File: config.mk
export PLATFORM = sky130hd
export DESIGN_NAME = slow_data_deframer
export DESIGN_NICKNAME = d
export VERILOG_FILES = /design/src/rtl/sdd_pkg.sv /design/src/rtl/sdd_lane.sv /design/src/rtl/sdd_merge.sv /design/src/rtl/sdd_emit.sv /design/src/rtl/slow_data_deframer.sv
export VERILOG_INCLUDE_DIRS = /design/src /design/src/rtl
export SDC_FILE = /design/constraint.sdc
export NUM_CORES = 1
export LEC_CHECK = 0
export ABC_CLOCK_PERIOD_IN_PS = 10800
export BUFFER_PORTS_ARGS = -buffer_cell sky130_fd_sc_hd__clkbuf_2
export CORE_AREA = 2 2 249 251
export CTS_CLUSTER_DIAMETER = 150
export DETAILED_ROUTE_END_ITERATION = 7
export DIE_AREA = 0 0 251 253
export SETUP_SLACK_MARGIN = 0.15
export SLEW_MARGIN = 30
export SYNTH_ARGS = -nofsm -noshare
export SYNTH_HDL_FRONTEND = slang
export SYNTH_SLANG_ARGS = --single-unit
File: constraint.sdc
create_clock -name clk -period 10.8 [get_ports clk]
set_input_delay 1.62 -clock clk [delete_from_list [all_inputs] [get_ports clk]]
set_output_delay 1.62 -clock clk [all_outputs]
set_load 0.02 [all_outputs]
File: src/rtl/slow_data_deframer_macros.svh
// ----------------------------------------------------------------------------
// slow data deframer assertion macros
// shared concurrent assertion forms, clocked on clk and held off during reset
// ----------------------------------------------------------------------------
`ifndef SLOW_DATA_DEFRAMER_MACROS_SVH
`define SLOW_DATA_DEFRAMER_MACROS_SVH

// same-cycle implication
`define SDD_ASSERT_IMPL(lbl, ante, cons, msg) \
  lbl: assert property (@(posedge clk) disable iff (!rst_n) (ante) |-> (cons)) else $error(msg);

// next-cycle implication
`define SDD_ASSERT_NEXT(lbl, ante, cons, msg) \
  lbl: assert property (@(posedge clk) disable iff (!rst_n) (ante) |=> (cons)) else $error(msg);

// invariant that holds on every edge
`define SDD_ASSERT_ALWAYS(lbl, cond, msg) `SDD_ASSERT_IMPL(lbl, 1'b1, cond, msg)

`endif

File: src/rtl/sdd_pkg.sv
// ----------------------------------------------------------------------------
// sdd_pkg
// types and constants shared by the slow data deframer modules
// ----------------------------------------------------------------------------
package sdd_pkg;

  // sizes
  localparam int NUM_LANES    = 5;
  localparam int HEAD_LEN     = 5;
  localparam int MSG_LEN      = 20;
  localparam int RUN_MAX      = 20;
  localparam int LINE_RUN_MAX = NUM_LANES + 2;
  localparam int RUN_CNT_W    = $clog2(RUN_MAX + 1);

  // descrambling key
  localparam logic [7:0] KEY_A = 8'h70;
  localparam logic [7:0] KEY_B = 8'h4F;
  localparam logic [7:0] KEY_C = 8'h93;

  // mini-header codes
  localparam logic [7:0] HDR_MSG_FIRST  = 8'h40;
  localparam logic [7:0] HDR_MSG_LAST   = 8'h43;
  localparam logic [7:0] HDR_LINE_FIRST = 8'h31;
  localparam logic [7:0] HDR_LINE_LAST  = 8'h35;

  // characters
  localparam logic [7:0] CHAR_CR     = 8'h0D;
  localparam logic [7:0] CHAR_LF     = 8'h0A;
  localparam logic [7:0] CHAR_DOLLAR = 8'h24;
  localparam logic [7:0] CHAR_C      = 8'h43;
  localparam logic [7:0] CHAR_R      = 8'h52;

  // longest line that is dropped for its length
  localparam logic [8:0] LINE_MIN_DROP = 9'd6;

  typedef enum logic [1:0] {
    KIND_MSG_CHAR  = 2'd0,
    KIND_LINE_BYTE = 2'd1,
    KIND_LINE_END  = 2'd2
  } item_kind_t;

  typedef enum logic [1:0] {
    CLASS_DROPPED  = 2'd0,
    CLASS_CRC      = 2'd1,
    CLASS_POSITION = 2'd2
  } line_class_t;

  // one result item
  typedef struct packed {
    item_kind_t  kind;
    logic [7:0]  pos;
    logic [7:0]  val;
    line_class_t cls;
  } result_t;

  // what one lane finds for its data byte
  typedef struct packed {
    logic                act;
    logic [8:0]          pos;
    logic [7:0]          val;
    logic [HEAD_LEN-1:0] head_hit;
  } lane_t;

  // merged line update
  typedef struct packed {
    logic [7:0]                    ptr;
    logic [HEAD_LEN-1:0][7:0]      head;
    logic [2:0]                    num;
    result_t [LINE_RUN_MAX-1:0]    ent;
  } line_upd_t;

endpackage

File: src/rtl/sdd_lane.sv
// ----------------------------------------------------------------------------
// sdd_lane
// one line-byte lane: activity, line position and line head hits of one byte
// ----------------------------------------------------------------------------
module sdd_lane (
  input  logic [2:0]     lane_idx,
  input  logic [2:0]     cnt,
  input  logic [7:0]     ptr,
  input  logic [7:0]     data,
  output sdd_pkg::lane_t lane
);

  // position and head match of this byte
  always_comb begin
    lane.act = lane_idx < cnt;
    lane.pos = {1'b0, ptr} + {6'b0, lane_idx};
    lane.val = data;
    for (int j = 0; j < sdd_pkg::HEAD_LEN; j++) begin
      lane.head_hit[j] = lane.act && (lane.pos == 9'(j));
    end
  end

endmodule

File: src/rtl/sdd_merge.sv
// ----------------------------------------------------------------------------
// sdd_merge
// combines the lanes: cr/lf handling, line head, class, pointer and results
// ----------------------------------------------------------------------------
module sdd_merge #(
  parameter int LINE_LIMIT = 240
) (
  input  sdd_pkg::lane_t [sdd_pkg::NUM_LANES-1:0]   lanes,
  input  logic [2:0]                                cnt,
  input  logic [7:0]                                ptr,
  input  logic [sdd_pkg::HEAD_LEN-1:0][7:0]         head_in,
  output sdd_pkg::line_upd_t                        upd
);

  logic                              cr;
  logic                              lf_end;
  logic [7:0]                        last;
  logic [8:0]                        ptr_cnt;
  logic [8:0]                        ptr_after;
  logic [7:0]                        len;
  logic [3:0]                        end_idx;
  logic                              is_crc;
  sdd_pkg::line_class_t              cls;
  logic [sdd_pkg::HEAD_LEN-1:0][7:0] head_nxt;

  // last byte of the chunk and line end detection
  always_comb begin
    last = '0;
    for (int i = 0; i < sdd_pkg::NUM_LANES; i++) begin
      if (lanes[i].act) begin
        last = lanes[i].val;
      end
    end
    cr        = (last == sdd_pkg::CHAR_CR);
    lf_end    = cr || (last == sdd_pkg::CHAR_LF);
    ptr_cnt   = {1'b0, ptr} + {6'b0, cnt};
    ptr_after = ptr_cnt + {8'b0, cr};
    len       = ptr_after[8] ? 8'hFF : ptr_after[7:0];
    end_idx   = {1'b0, cnt} + {3'b0, cr};
  end

  // line head after this chunk, inserted lf included
  always_comb begin
    for (int j = 0; j < sdd_pkg::HEAD_LEN; j++) begin
      head_nxt[j] = head_in[j];
      for (int i = 0; i < sdd_pkg::NUM_LANES; i++) begin
        if (lanes[i].head_hit[j]) begin
          head_nxt[j] = lanes[i].val;
        end
      end
      if (cr && (ptr_cnt == 9'(j))) begin
        head_nxt[j] = sdd_pkg::CHAR_LF;
      end
    end
  end

  // line classification
  always_comb begin
    is_crc = (head_nxt[0] == sdd_pkg::CHAR_DOLLAR) && (head_nxt[1] == sdd_pkg::CHAR_DOLLAR) &&
             (head_nxt[2] == sdd_pkg::CHAR_C) && (head_nxt[3] == sdd_pkg::CHAR_R) &&
             (head_nxt[4] == sdd_pkg::CHAR_C);
    priority if (ptr_after <= sdd_pkg::LINE_MIN_DROP) begin
      cls = sdd_pkg::CLASS_DROPPED;
    end else if (is_crc) begin
      cls = sdd_pkg::CLASS_CRC;
    end else if (head_nxt[0] == sdd_pkg::CHAR_LF) begin
      cls = sdd_pkg::CLASS_DROPPED;
    end else begin
      cls = sdd_pkg::CLASS_POSITION;
    end
  end

  // pointer, head and result list
  always_comb begin
    upd.head = head_nxt;
    if (lf_end) begin
      upd.ptr = '0;
    end else if (ptr_after > 9'(LINE_LIMIT)) begin
      upd.ptr = 8'(LINE_LIMIT);
    end else begin
      upd.ptr = ptr_after[7:0];
    end
    upd.num = cnt + {2'b0, cr} + {2'b0, lf_end};
    for (int k = 0; k < sdd_pkg::LINE_RUN_MAX; k++) begin
      upd.ent[k].kind = sdd_pkg::KIND_LINE_BYTE;
      upd.ent[k].pos  = '0;
      upd.ent[k].val  = '0;
      upd.ent[k].cls  = sdd_pkg::CLASS_DROPPED;
    end
    for (int k = 0; k < sdd_pkg::NUM_LANES; k++) begin
      upd.ent[k].pos = lanes[k].pos[7:0];
      upd.ent[k].val = lanes[k].val;
    end
    for (int k = 0; k < sdd_pkg::LINE_RUN_MAX; k++) begin
      if (cr && (3'(k) == cnt)) begin
        upd.ent[k].pos = ptr_cnt[7:0];
        upd.ent[k].val = sdd_pkg::CHAR_LF;
      end
      if (lf_end && (4'(k) == end_idx)) begin
        upd.ent[k].kind = sdd_pkg::KIND_LINE_END;
        upd.ent[k].pos  = len;
        upd.ent[k].val  = '0;
        upd.ent[k].cls  = cls;
      end
    end
  end

endmodule

File: src/rtl/sdd_emit.sv
// ----------------------------------------------------------------------------
// sdd_emit
// result buffer that shifts out one result a cycle into an output register while it is free or being taken
// ----------------------------------------------------------------------------
module sdd_emit (
  input  logic                                      clk,
  input  logic                                      rst_n,
  input  logic                                      load,
  input  logic [sdd_pkg::RUN_CNT_W-1:0]             load_num,
  input  sdd_pkg::result_t [sdd_pkg::RUN_MAX-1:0]   load_ent,
  output logic                                      can_load,
  output logic [sdd_pkg::RUN_CNT_W-1:0]             fill,
  output logic                                      out_tvalid,
  input  logic                                      out_tready,
  output sdd_pkg::result_t                          out_ent,
  output logic                                      out_last
);

  sdd_pkg::result_t [sdd_pkg::RUN_MAX-1:0] ent_r, ent_nxt;
  logic [sdd_pkg::RUN_CNT_W-1:0]           num_r, num_nxt;
  logic                                    out_vld_r, out_vld_nxt;
  sdd_pkg::result_t                        out_ent_r, out_ent_nxt;
  logic                                    out_last_r, out_last_nxt;
  logic                                    move;

  // advance when the output register is free or being taken
  assign move     = (num_r != '0) && (!out_vld_r || out_tready);
  assign can_load = (num_r == '0) || ((num_r == sdd_pkg::RUN_CNT_W'(1)) && move);

  // next buffer and output register
  always_comb begin
    ent_nxt      = ent_r;
    num_nxt      = num_r;
    out_vld_nxt  = out_vld_r;
    out_ent_nxt  = out_ent_r;
    out_last_nxt = out_last_r;
    if (move) begin
      out_vld_nxt  = 1'b1;
      out_ent_nxt  = ent_r[0];
      out_last_nxt = (num_r == sdd_pkg::RUN_CNT_W'(1));
      for (int k = 0; k < sdd_pkg::RUN_MAX - 1; k++) begin
        ent_nxt[k] = ent_r[k+1];
      end
      num_nxt = num_r - sdd_pkg::RUN_CNT_W'(1);
    end else if (out_tready) begin
      out_vld_nxt = 1'b0;
    end
    if (load) begin
      ent_nxt = load_ent;
      num_nxt = load_num;
    end
  end

  // control state
  always_ff @(posedge clk) begin
    if (!rst_n) begin
      num_r     <= '0;
      out_vld_r <= 1'b0;
    end else begin
      num_r     <= num_nxt;
      out_vld_r <= out_vld_nxt;
    end
  end

  // payload
  always_ff @(posedge clk) begin
    ent_r      <= ent_nxt;
    out_ent_r  <= out_ent_nxt;
    out_last_r <= out_last_nxt;
  end

  assign fill       = num_r;
  assign out_tvalid = out_vld_r;
  assign out_ent    = out_ent_r;
  assign out_last   = out_last_r;

endmodule

File: src/rtl/slow_data_deframer.sv
// ----------------------------------------------------------------------------
// slow_data_deframer: an accepted request's results go through the result buffer, then the output register
// a frame with n results holds the result buffer until all n are shifted out (message 20, line up to 7)
// frames without results are taken one per cycle while the buffer is free
// reset: synchronous active low, all state but the emit payload registers cleared to zero at once
// ----------------------------------------------------------------------------
`include "slow_data_deframer_macros.svh"

module slow_data_deframer #(
  parameter int LINE_LIMIT = 240
) (
  input  logic        clk,
  input  logic        rst_n,
  input  logic        in_tvalid,
  output logic        in_tready,
  input  logic [31:0] in_tdata,    // frame_seq, seg_byte_a, seg_byte_b, seg_byte_c
  output logic        out_tvalid,
  input  logic        out_tready,
  output logic [23:0] out_tdata,   // position, byte_value, line_class
  output logic [1:0]  out_tuser,   // item_kind
  output logic        out_tlast    // last_of_run
);

  logic [4:0]  seq;
  logic [7:0]  d0, d1, d2;
  logic        in_acc;
  logic        odd_frame;
  logic        even_frame;
  logic        is_msg;
  logic        is_line;
  logic        msg_emit;
  logic [2:0]  line_cnt;

  logic [7:0]                                   hdr_r, hdr_nxt;
  logic [sdd_pkg::NUM_LANES-1:0][7:0]           bb_r, bb_nxt;
  logic [sdd_pkg::NUM_LANES-1:0][7:0]           bb_cur;
  logic [sdd_pkg::MSG_LEN-1:0][7:0]             msg_r, msg_nxt;
  logic [7:0]                                   line_ptr_r, line_ptr_nxt;
  logic [sdd_pkg::HEAD_LEN-1:0][7:0]            head_r, head_nxt;

  sdd_pkg::lane_t [sdd_pkg::NUM_LANES-1:0]      lanes;
  sdd_pkg::line_upd_t                           upd;
  sdd_pkg::result_t [sdd_pkg::RUN_MAX-1:0]      run_ent;
  logic [sdd_pkg::RUN_CNT_W-1:0]                run_num;
  logic                                         can_load;
  logic [sdd_pkg::RUN_CNT_W-1:0]                fill;
  sdd_pkg::result_t                             out_ent;

  // request decode and descrambling
  assign seq        = in_tdata[4:0];
  assign d0         = in_tdata[12:5] ^ sdd_pkg::KEY_A;
  assign d1         = in_tdata[20:13] ^ sdd_pkg::KEY_B;
  assign d2         = in_tdata[28:21] ^ sdd_pkg::KEY_C;
  assign in_tready  = can_load;
  assign in_acc     = in_tvalid && in_tready;
  assign odd_frame  = in_acc && seq[0];
  assign even_frame = in_acc && (seq != '0) && !seq[0];

  // header dispatch
  assign is_msg   = (hdr_r >= sdd_pkg::HDR_MSG_FIRST) && (hdr_r <= sdd_pkg::HDR_MSG_LAST);
  assign is_line  = (hdr_r >= sdd_pkg::HDR_LINE_FIRST) && (hdr_r <= sdd_pkg::HDR_LINE_LAST);
  assign msg_emit = even_frame && (hdr_r == sdd_pkg::HDR_MSG_LAST);
  assign line_cnt = hdr_r[2:0];

  // block bytes as seen by an even frame
  always_comb begin
    bb_cur    = bb_r;
    bb_cur[2] = d0;
    bb_cur[3] = d1;
    bb_cur[4] = d2;
  end

  // line byte lanes
  for (genvar g = 0; g < sdd_pkg::NUM_LANES; g++) begin : g_lane
    sdd_lane u_lane (
      .lane_idx (3'(g)),
      .cnt      (line_cnt),
      .ptr      (line_ptr_r),
      .data     (bb_cur[g]),
      .lane     (lanes[g])
    );
  end

  sdd_merge #(
    .LINE_LIMIT (LINE_LIMIT)
  ) u_merge (
    .lanes   (lanes),
    .cnt     (line_cnt),
    .ptr     (line_ptr_r),
    .head_in (head_r),
    .upd     (upd)
  );

  // state update
  always_comb begin
    hdr_nxt      = hdr_r;
    bb_nxt       = bb_r;
    msg_nxt      = msg_r;
    line_ptr_nxt = line_ptr_r;
    head_nxt     = head_r;
    if (odd_frame) begin
      hdr_nxt   = d0;
      bb_nxt[0] = d1;
      bb_nxt[1] = d2;
    end
    if (even_frame) begin
      bb_nxt = bb_cur;
      for (int s = 0; s < sdd_pkg::MSG_LEN / sdd_pkg::NUM_LANES; s++) begin
        if (is_msg && (hdr_r[1:0] == 2'(s))) begin
          for (int i = 0; i < sdd_pkg::NUM_LANES; i++) begin
            msg_nxt[s * sdd_pkg::NUM_LANES + i] = bb_cur[i];
          end
        end
      end
      if (is_line) begin
        line_ptr_nxt = upd.ptr;
        head_nxt     = upd.head;
      end
    end
  end

  // result list for this request
  always_comb begin
    run_num = '0;
    for (int k = 0; k < sdd_pkg::RUN_MAX; k++) begin
      run_ent[k].kind = sdd_pkg::KIND_MSG_CHAR;
      run_ent[k].pos  = 8'(k);
      run_ent[k].val  = msg_nxt[k];
      run_ent[k].cls  = sdd_pkg::CLASS_DROPPED;
    end
    if (msg_emit) begin
      run_num = sdd_pkg::RUN_CNT_W'(sdd_pkg::MSG_LEN);
    end else if (even_frame && is_line) begin
      run_num = sdd_pkg::RUN_CNT_W'(upd.num);
      for (int k = 0; k < sdd_pkg::LINE_RUN_MAX; k++) begin
        run_ent[k] = upd.ent[k];
      end
    end
  end

  // deframer state
  always_ff @(posedge clk) begin
    if (!rst_n) begin
      hdr_r      <= '0;
      bb_r       <= '0;
      msg_r      <= '0;
      line_ptr_r <= '0;
      head_r     <= '0;
    end else begin
      hdr_r      <= hdr_nxt;
      bb_r       <= bb_nxt;
      msg_r      <= msg_nxt;
      line_ptr_r <= line_ptr_nxt;
      head_r     <= head_nxt;
    end
  end

  sdd_emit u_emit (
    .clk        (clk),
    .rst_n      (rst_n),
    .load       (in_acc && (run_num != '0)),
    .load_num   (run_num),
    .load_ent   (run_ent),
    .can_load   (can_load),
    .fill       (fill),
    .out_tvalid (out_tvalid),
    .out_tready (out_tready),
    .out_ent    (out_ent),
    .out_last   (out_tlast)
  );

  // result packing
  assign out_tdata = {6'b0, out_ent.cls, out_ent.val, out_ent.pos};
  assign out_tuser = out_ent.kind;

  // checks
  `SDD_ASSERT_ALWAYS(a_ptr_clamped, line_ptr_r <= 8'(LINE_LIMIT), "line pointer above limit")
  `SDD_ASSERT_NEXT(a_run_loaded, in_acc && (run_num != '0), fill == $past(run_num), "run not loaded")
  `SDD_ASSERT_IMPL(a_end_closes_run, out_tvalid && (out_tuser == sdd_pkg::KIND_LINE_END), out_tlast, "line end not last")
  `SDD_ASSERT_ALWAYS(a_fill_bound, fill <= sdd_pkg::RUN_CNT_W'(sdd_pkg::RUN_MAX), "result buffer overfilled")

endmodule
==> results.toml, run 1 <==
[clocking]
hold_buffers = 0
cts.path.max_buffers = 3
cts.reportedPaths.clkPinSlew_ns = 0.06
cts_tree = "built"
h-tree-depth = 2
post_cts_resized = 0
clkSinkCount = 546
clk_latency_ns = 0.64
root_buffer = "clkbuf_16"
cts_buffers = 60
cts_setup_buffers = 0

[logic_synthesis]
synth-main-ff-cell = "dfxtp_1"
ys_seq_elements = 546
synth.distinct_cells = 104
ys.warnings.count = 0
synth_edf_count = 265
synth_area_sq_mm = 0.02720
synth.yosys.seq_area_share_pct = 49.94
syn_area_per_cell_sq_um = 8.953
synthArstFlopShare_pct = 0
synth_cells = 3038

[hold_path]
hp-start = "u_emit.ent_r[7]"
holdPathEnd = "u_emit.out_ent[7]"
holdCritPathClass = "flop to flop"
hold_path_depth = 0

[die]
start_util_pct = 44.57
dieWidth_um = 251
fp.coreArea_sq_mm = 0.06103
rows = 91
design.die.area_sq_mm = 0.06350
fp.dieH_um = 253
io-pin-count = 65

[setup_path]
timing.critical_path.cells = "clkbuf_2, inv_1, a2111oi_0, nor3_1, nand4bb_1, inv_2, ha_1, or2_2, ha_1, nor2_1, a21oi_4, nor2_4, buf_4, inv_6, nor2_4, buf_4, buf_4, a22oi_1, o21ai_0"
worstPathRequired_ns = 11.27
critPathLaunchType = "input pin"
critPathMaxFanout = 68
arrival_ns = 7.59
rr_startpoint = "hdr_r[1]"
r2r-end = "u_emit.ent_r[117]"
critPathKind = "input pin to flop"
worstSetupEndpointType = "flop"
crit_slowest_cell = "buf_4"
r2r_cells = 20
critPathMaxStageDelay_ns = 0.67
path_common_cell = "buf_4"
r2r_slack_ns = 4.38

[timing]
finalSetupViolCount = 0
fin_crit_sh_pct = 65.91
finalSetupTns_ns = 0
fmax_mhz = 140.5
timing.final.hold_violations = 0
finalWorstSetupSlack_ns = 3.682
drv_slew = 0
rsz0062_at_grt = "no"
slew_headroom_pct = 32.21
min_period_ns = 7.118
clock_skew_ns = 0.01977
tightest_slew_ns = 1.012
timing.hold.ws_ns = 0.4187

[grt]
grt_usage_pct = 29.63
overflow = 0
grt_first_pass_wirelength_um = 142300
grt_start_max_net_pins = 90
antenna_found_initial = 1
grt_pass1_vias = 22150

[finish]
fin_nets = 3014
stdcell_count = 3796
regArea_sq_mm = 0.01358
final_common_cell = "nand2_1"
syn_to_final_growth_pct = 10.19
final_cell_mix = "463 x nand2_1, 437 x a21oi_1, 295 x nor2_1, 281 x dfxtp_1, 265 x edfxtp_1"
nFillCells = 5673
fin_area_sq_mm = 0.02997
fin_util_pct = 49.11
multiInputGateArea_sq_mm = 0.01240
drive_above_1_share_pct = 9.617

[drt]
drt-total-wl_um = 96040
dr.first_iter.drc_count = 2494
drtAntennaViolNets = 0
dr.pass1.iters = 7
via_per_inst = 6.212
drc = 0
vias = 23580
routedWlPerCell_um = 25.30

[placed_design]
port_buffers = 55
place_hpwl_um = 60430
place.gp.congestion = 0.9905
place_inst = 3681
place_ws_ns = 2.959
dpl_cell_area_sq_mm = 0.02795

[pwr]
p_leak_nw = 11.25
power.density_mw_per_mm2 = 243.2
vdd_drop_max_mv = 0.1903
p_total_mw = 7.290

[run_status]
status = "completed"

[run]
cap_viol_max_count = 0
-- where the power goes --
| part | switching, mW | internal, mW | total, mW |
|---|---|---|---|
| Clock | 0.884 | 1.17 | 2.06 |
| Combinational | 1.41 | 0.525 | 1.94 |
| Sequential | 0.184 | 3.11 | 3.30 |
| Total | 2.48 | 4.81 | 7.29 |
-- per-layer routing --
metal	wire (um)	GRT usage (%)	share of wire, %
met2	44060	47.81	46
met3	6410	4.009	6.7
met5	10	0	0.010
met4	4265	12.86	4.4
met1	41290	39.98	43
-- registers in the layout, summed over array words and instances, names as in the netlist --
register           cells
head_r                40
hdr_r                  8
msg_r                160
u_emit.out_tvalid      1
line_ptr_r             8
u_emit.out_ent        20
u_emit.fill            5
bb_cur                16
u_emit.out_last        1
u_emit.ent_r         287
-- cells in the mapped netlist (15+ instances only) --
cell / instances / area (sq um)
nand2_1: 466 / 1749
a21oi_1: 439 / 2197
nor2_1: 298 / 1119
dfxtp_1: 281 / 5625
edfxtp_1: 265 / 7958
clkbuf_1: 220 / 825.8
o21ai_0: 172 / 860.8
mux2i_1: 103 / 1031
nand3_1: 66 / 330.3
inv_1: 49 / 183.9
and3_1: 45 / 281.5
a211oi_1: 38 / 285.3
nor3_1: 37 / 185.2
xnor2_1: 32 / 280.3
a22oi_1: 30 / 225.2
nand4_1: 29 / 181.4
ha_1: 23 / 287.8
nor4_1: 23 / 143.9
and2_1: 19 / 118.9
buf_1: 19 / 71.32
a222oi_1: 18 / 180.2
a31oi_1: 18 / 112.6
buf_2: 18 / 90.09
o211ai_1: 18 / 135.1
or3_1: 18 / 112.6
a221oi_1: 16 / 140.1
and4_1: 15 / 131.4
-- kinds of logic after synthesis --
logic type / count (synthesis) / share of synthesized area (%)
AND/OR/NAND/NOR: 1098 / 18.69
other: 1 / 0.01379
adder cells (fa/ha/maj): 24 / 1.132
AO/OA/AOI/OAI: 883 / 19.60
multiplexers: 115 / 4.287
XOR/XNOR: 43 / 1.385
flip-flops: 546 / 49.94
buffers and inverters: 328 / 4.959
-- worst max-delay path by stage --
stage / startpoint / to / slack (ns) / cells after the start
floorplan: in_tdata[13] / u_emit.ent_r[0] / 0.43 / 17
global placement: in_tdata[8] / u_emit.ent_r[362] / 2.96 / 17
detailed placement: in_tdata[8] / u_emit.ent_r[362] / 2.96 / 17
CTS: in_tdata[8] / u_emit.ent_r[302] / 3.60 / 17
global route: in_tdata[8] / u_emit.ent_r[114] / 3.41 / 20
finish: in_tdata[8] / u_emit.ent_r[117] / 3.68 / 19
-- final cells by class --
| class | instances | area share [%] |
|---|---|---|
| inverter | 53 | 0.7138 |
| timing repair buffer | 124 | 2.738 |
| multi-input combinational | 2169 | 41.36 |
| clock inverter | 31 | 1.048 |
| tap | 790 | 3.298 |
| sequential | 546 | 45.32 |
| clock buffer | 82 | 5.519 |
| antenna | 1 | 0.008349 |
-- worst max-delay path, delay by kind of cell --
kind,cells,cell delay (ns)
compound gates,4,1.06
fa+ha+maj,2,0.46
buf+inv,7,2.98
simple gates,6,1.35
Power figures use the tool's default switching activity.
==> run 2: changes to the inputs <==
--- a/config.mk
+++ b/config.mk
@@ -6,12 +6,13 @@
 export SDC_FILE = /design/constraint.sdc
 export NUM_CORES = 1
 export LEC_CHECK = 0
-export ABC_CLOCK_PERIOD_IN_PS = 10800
+export ABC_AREA = 1
+export ABC_CLOCK_PERIOD_IN_PS = 6500
 export BUFFER_PORTS_ARGS = -buffer_cell sky130_fd_sc_hd__clkbuf_2
-export CORE_AREA = 2 2 249 251
+export CORE_AREA = 2 2 254 256
 export CTS_CLUSTER_DIAMETER = 150
 export DETAILED_ROUTE_END_ITERATION = 7
-export DIE_AREA = 0 0 251 253
+export DIE_AREA = 0 0 256 258
 export SETUP_SLACK_MARGIN = 0.15
 export SLEW_MARGIN = 30
 export SYNTH_ARGS = -nofsm -noshare
==> constraint.sdc (replaced) <==
create_clock -name clk -period 6.5 [get_ports clk]
set_input_delay 0.975 -clock clk [delete_from_list [all_inputs] [get_ports clk]]
set_output_delay 0.975 -clock clk [all_outputs]
set_load 0.02 [all_outputs]
==> run 2 against run 1 <==
  * Die area increased by 4.0%
  * Largest power group unchanged
  * Largest cell class unchanged
  * Clock skew increased by 0.027 ns
  * Setup slack lost 2.4 ns
  * Synthesized cell count increased by 21%
  * Cell count is 19% higher
  * Combinational power grew 72%
  * Total power is 71% higher
  * Sequential cell count is the same
  * Final area grew 3.6%
==> results.toml, run 2 <==
[timing]
timing.final.hold_violations = 0
min_period_ns = 5.223
tightest_slew_ns = 0.8860
finalSetupViolCount = 0
finalSetupTns_ns = 0
slew_headroom_pct = 40.48
fin_crit_sh_pct = 80.36
drv_slew = 0
timing.hold.ws_ns = 0.4177
rsz0062_at_grt = "no"
clock_skew_ns = 0.04706
fmax_mhz = 191.5

[pwr]
power.density_mw_per_mm2 = 400.5
p_leak_nw = 12.61
vdd_drop_max_mv = 0.4274

[setup_path]
timing.critical_path.cells = "inv_2, nand2_2, nand2_2, nand2_1, nor2_1, a21oi_1, nor3_1, nand3_1, nand2_4, ha_4, or2_4, ha_4, xnor2_2, o21ai_2, a21oi_1, nand2_2, clkinv_1, nor3_2, nand4_1, nand2_1"
crit_slowest_cell = "dfxtp_1"
worstSetupEndpointType = "flop"
critPathLaunchType = "flop"
startpoint = "hdr_r[1]"
worstPathRequired_ns = 6.99
path_common_cell = "nand2_2"
critPathMaxStageDelay_ns = 0.88
rr_startpoint = "hdr_r[1]"
critPathMaxFanout = 20
r2r_slack_ns = 1.28
cp_top_family = "simple AND/OR/NAND/NOR gates"
critPathBufInv = 2
critPathKind = "flop to flop"
arrival_ns = 5.71

[logic_synthesis]
ys_seq_elements = 546
synthArstFlopShare_pct = 0
synth.distinct_cells = 58
synth_cells = 3661
netlist.area_leader.share_pct = 28.22
syn_area_per_cell_sq_um = 7.703
synth_edf_count = 265
yosysMostFrequentCell = "nand2_1"
yosys-top-cells-count = "802 x nand2_1, 432 x o21ai_0, 374 x nand3_1"
synth.yosys.seq_area_share_pct = 48.17
synth_area_leaders = "edfxtp_1 28%, dfxtp_1 20%, nand2_1 11%"
synth_area_sq_mm = 0.02820
synth-main-ff-cell = "dfxtp_1"
ys.warnings.count = 0
synth_largest_area_cell = "edfxtp_1"

[drt]
drtAntennaViolNets = 0
vias = 25030
drt-total-wl_um = 92990
via_per_inst = 5.564
dr.pass1.iters = 7
routedWlPerCell_um = 20.67
drc = 0
dr.first_iter.drc_count = 2672

[clocking]
cts_setup_buffers = 0
cts_tree = "built"
post_cts_resized = 0
cts.reportedPaths.clkPinSlew_ns = 0.06
clkSinkCount = 546
cts.path.max_buffers = 3
h-tree-depth = 2
hold_buffers = 0
root_buffer = "clkbuf_16"
clk_latency_ns = 0.66
cts_buffers = 60

[finish]
syn_to_final_growth_pct = 10.09
nFillCells = 6320
fin_util_pct = 48.78
top_register = "u_emit.ent_r"
fin_area_sq_mm = 0.03105
drive_above_1_share_pct = 8.567
final_common_cell = "nand2_1"
final_cell_mix = "800 x nand2_1, 432 x o21ai_0, 370 x nand3_1, 348 x nor2_1, 339 x inv_1"
largest_reg_flops = 287
stdcell_count = 4499
reg.largest.list = "u_emit.ent_r: 287 flops, msg_r: 160 flops, head_r: 40 flops"
fin_nets = 3650

[grt]
grt_usage_pct = 27.43
grt_start_max_net_pins = 153
grt_first_pass_wirelength_um = 139900
antenna_found_initial = 0
overflow = 0
grt_pass1_vias = 22450

[placed_design]
place_hpwl_um = 60420
place_inst = 4383
dpl_cell_area_sq_mm = 0.02896
place.gp.congestion = 0.9803
port_buffers = 55

[die]
dieWidth_um = 256
rows = 93
io-pin-count = 65
fp.coreArea_sq_mm = 0.06365
fp.dieH_um = 258
start_util_pct = 44.30
design.die.area_sq_mm = 0.06605

[run]
cap_viol_max_count = 0

[hold_path]
hp-start = "u_emit.ent_r[4]"
holdCritPathClass = "flop to flop"

[run_status]
status = "completed"
-- run 2: changes by cell type after synthesis, moves of 86 or more --
cell	before	now
a21oi_1	439	195
clkbuf_1	220	134
mux2i_1	103	0
inv_1	49	343
o21ai_0	172	432
nand3_1	66	374
nand2_1	466	802
-- run 2: worst paths after layout --
check | to | cells past startpoint
min | u_emit.out_ent[4] | 0
min reg2reg | u_emit.out_ent[4] | 0
max reg2reg | u_emit.ent_r[100] | 20
max | u_emit.ent_r[100] | 20
-- run 2: where the power goes --
part           internal (mW)  total, mW  switching [mW]
clock network           2.09       3.55            1.46
registers               5.14       5.55           0.414
logic                  0.926       3.33            2.40
-- run 2: layer usage --
layer,up-vias,GRT usage [%],share of wire [%]
li1,12100,-,-
met1,11710,38.55,44
met2,1014,41.59,43
met3,214,4.692,7.9
met4,0,12.04,4.5
met5,-,0,0
-- run 2: kinds of logic after synthesis --
family	count (synthesis)	share of synthesized area, %
adders and majority gates	24	1.092
buffers and inverters	609	8.971
AOI/OAI and AO/OA	792	15.21
other	1	0.01330
DFF	546	48.17
and+or+nand+nor	1677	26.15
xor gates and xnor gates	12	0.3994
-- run 2: metrics by stage --
| stage | setup slack [ns] | total power [mW] |
|---|---|---|
| final | 1.277 | 12.43 |
| after global routing | 0.8982 | 13.08 |
| after CTS | 1.356 | 12.48 |
| after detailed placement | 1.124 | 8.917 |
| after global placement | 1.142 | 8.873 |
| after floorplan | -0.3534 | 7.889 |
-- run 2: layout make-up --
class	instances	area, sq um	area share, %
clock buffer	84	1687	5.433
antenna	2	5.005	0.01612
inverter	376	1439	4.635
clock inverter	30	379.1	1.221
sequential	546	13580	43.75
timing repair buffer	95	674.4	2.172
multi-input combinational	2511	12210	39.33
tap	855	1070	3.446
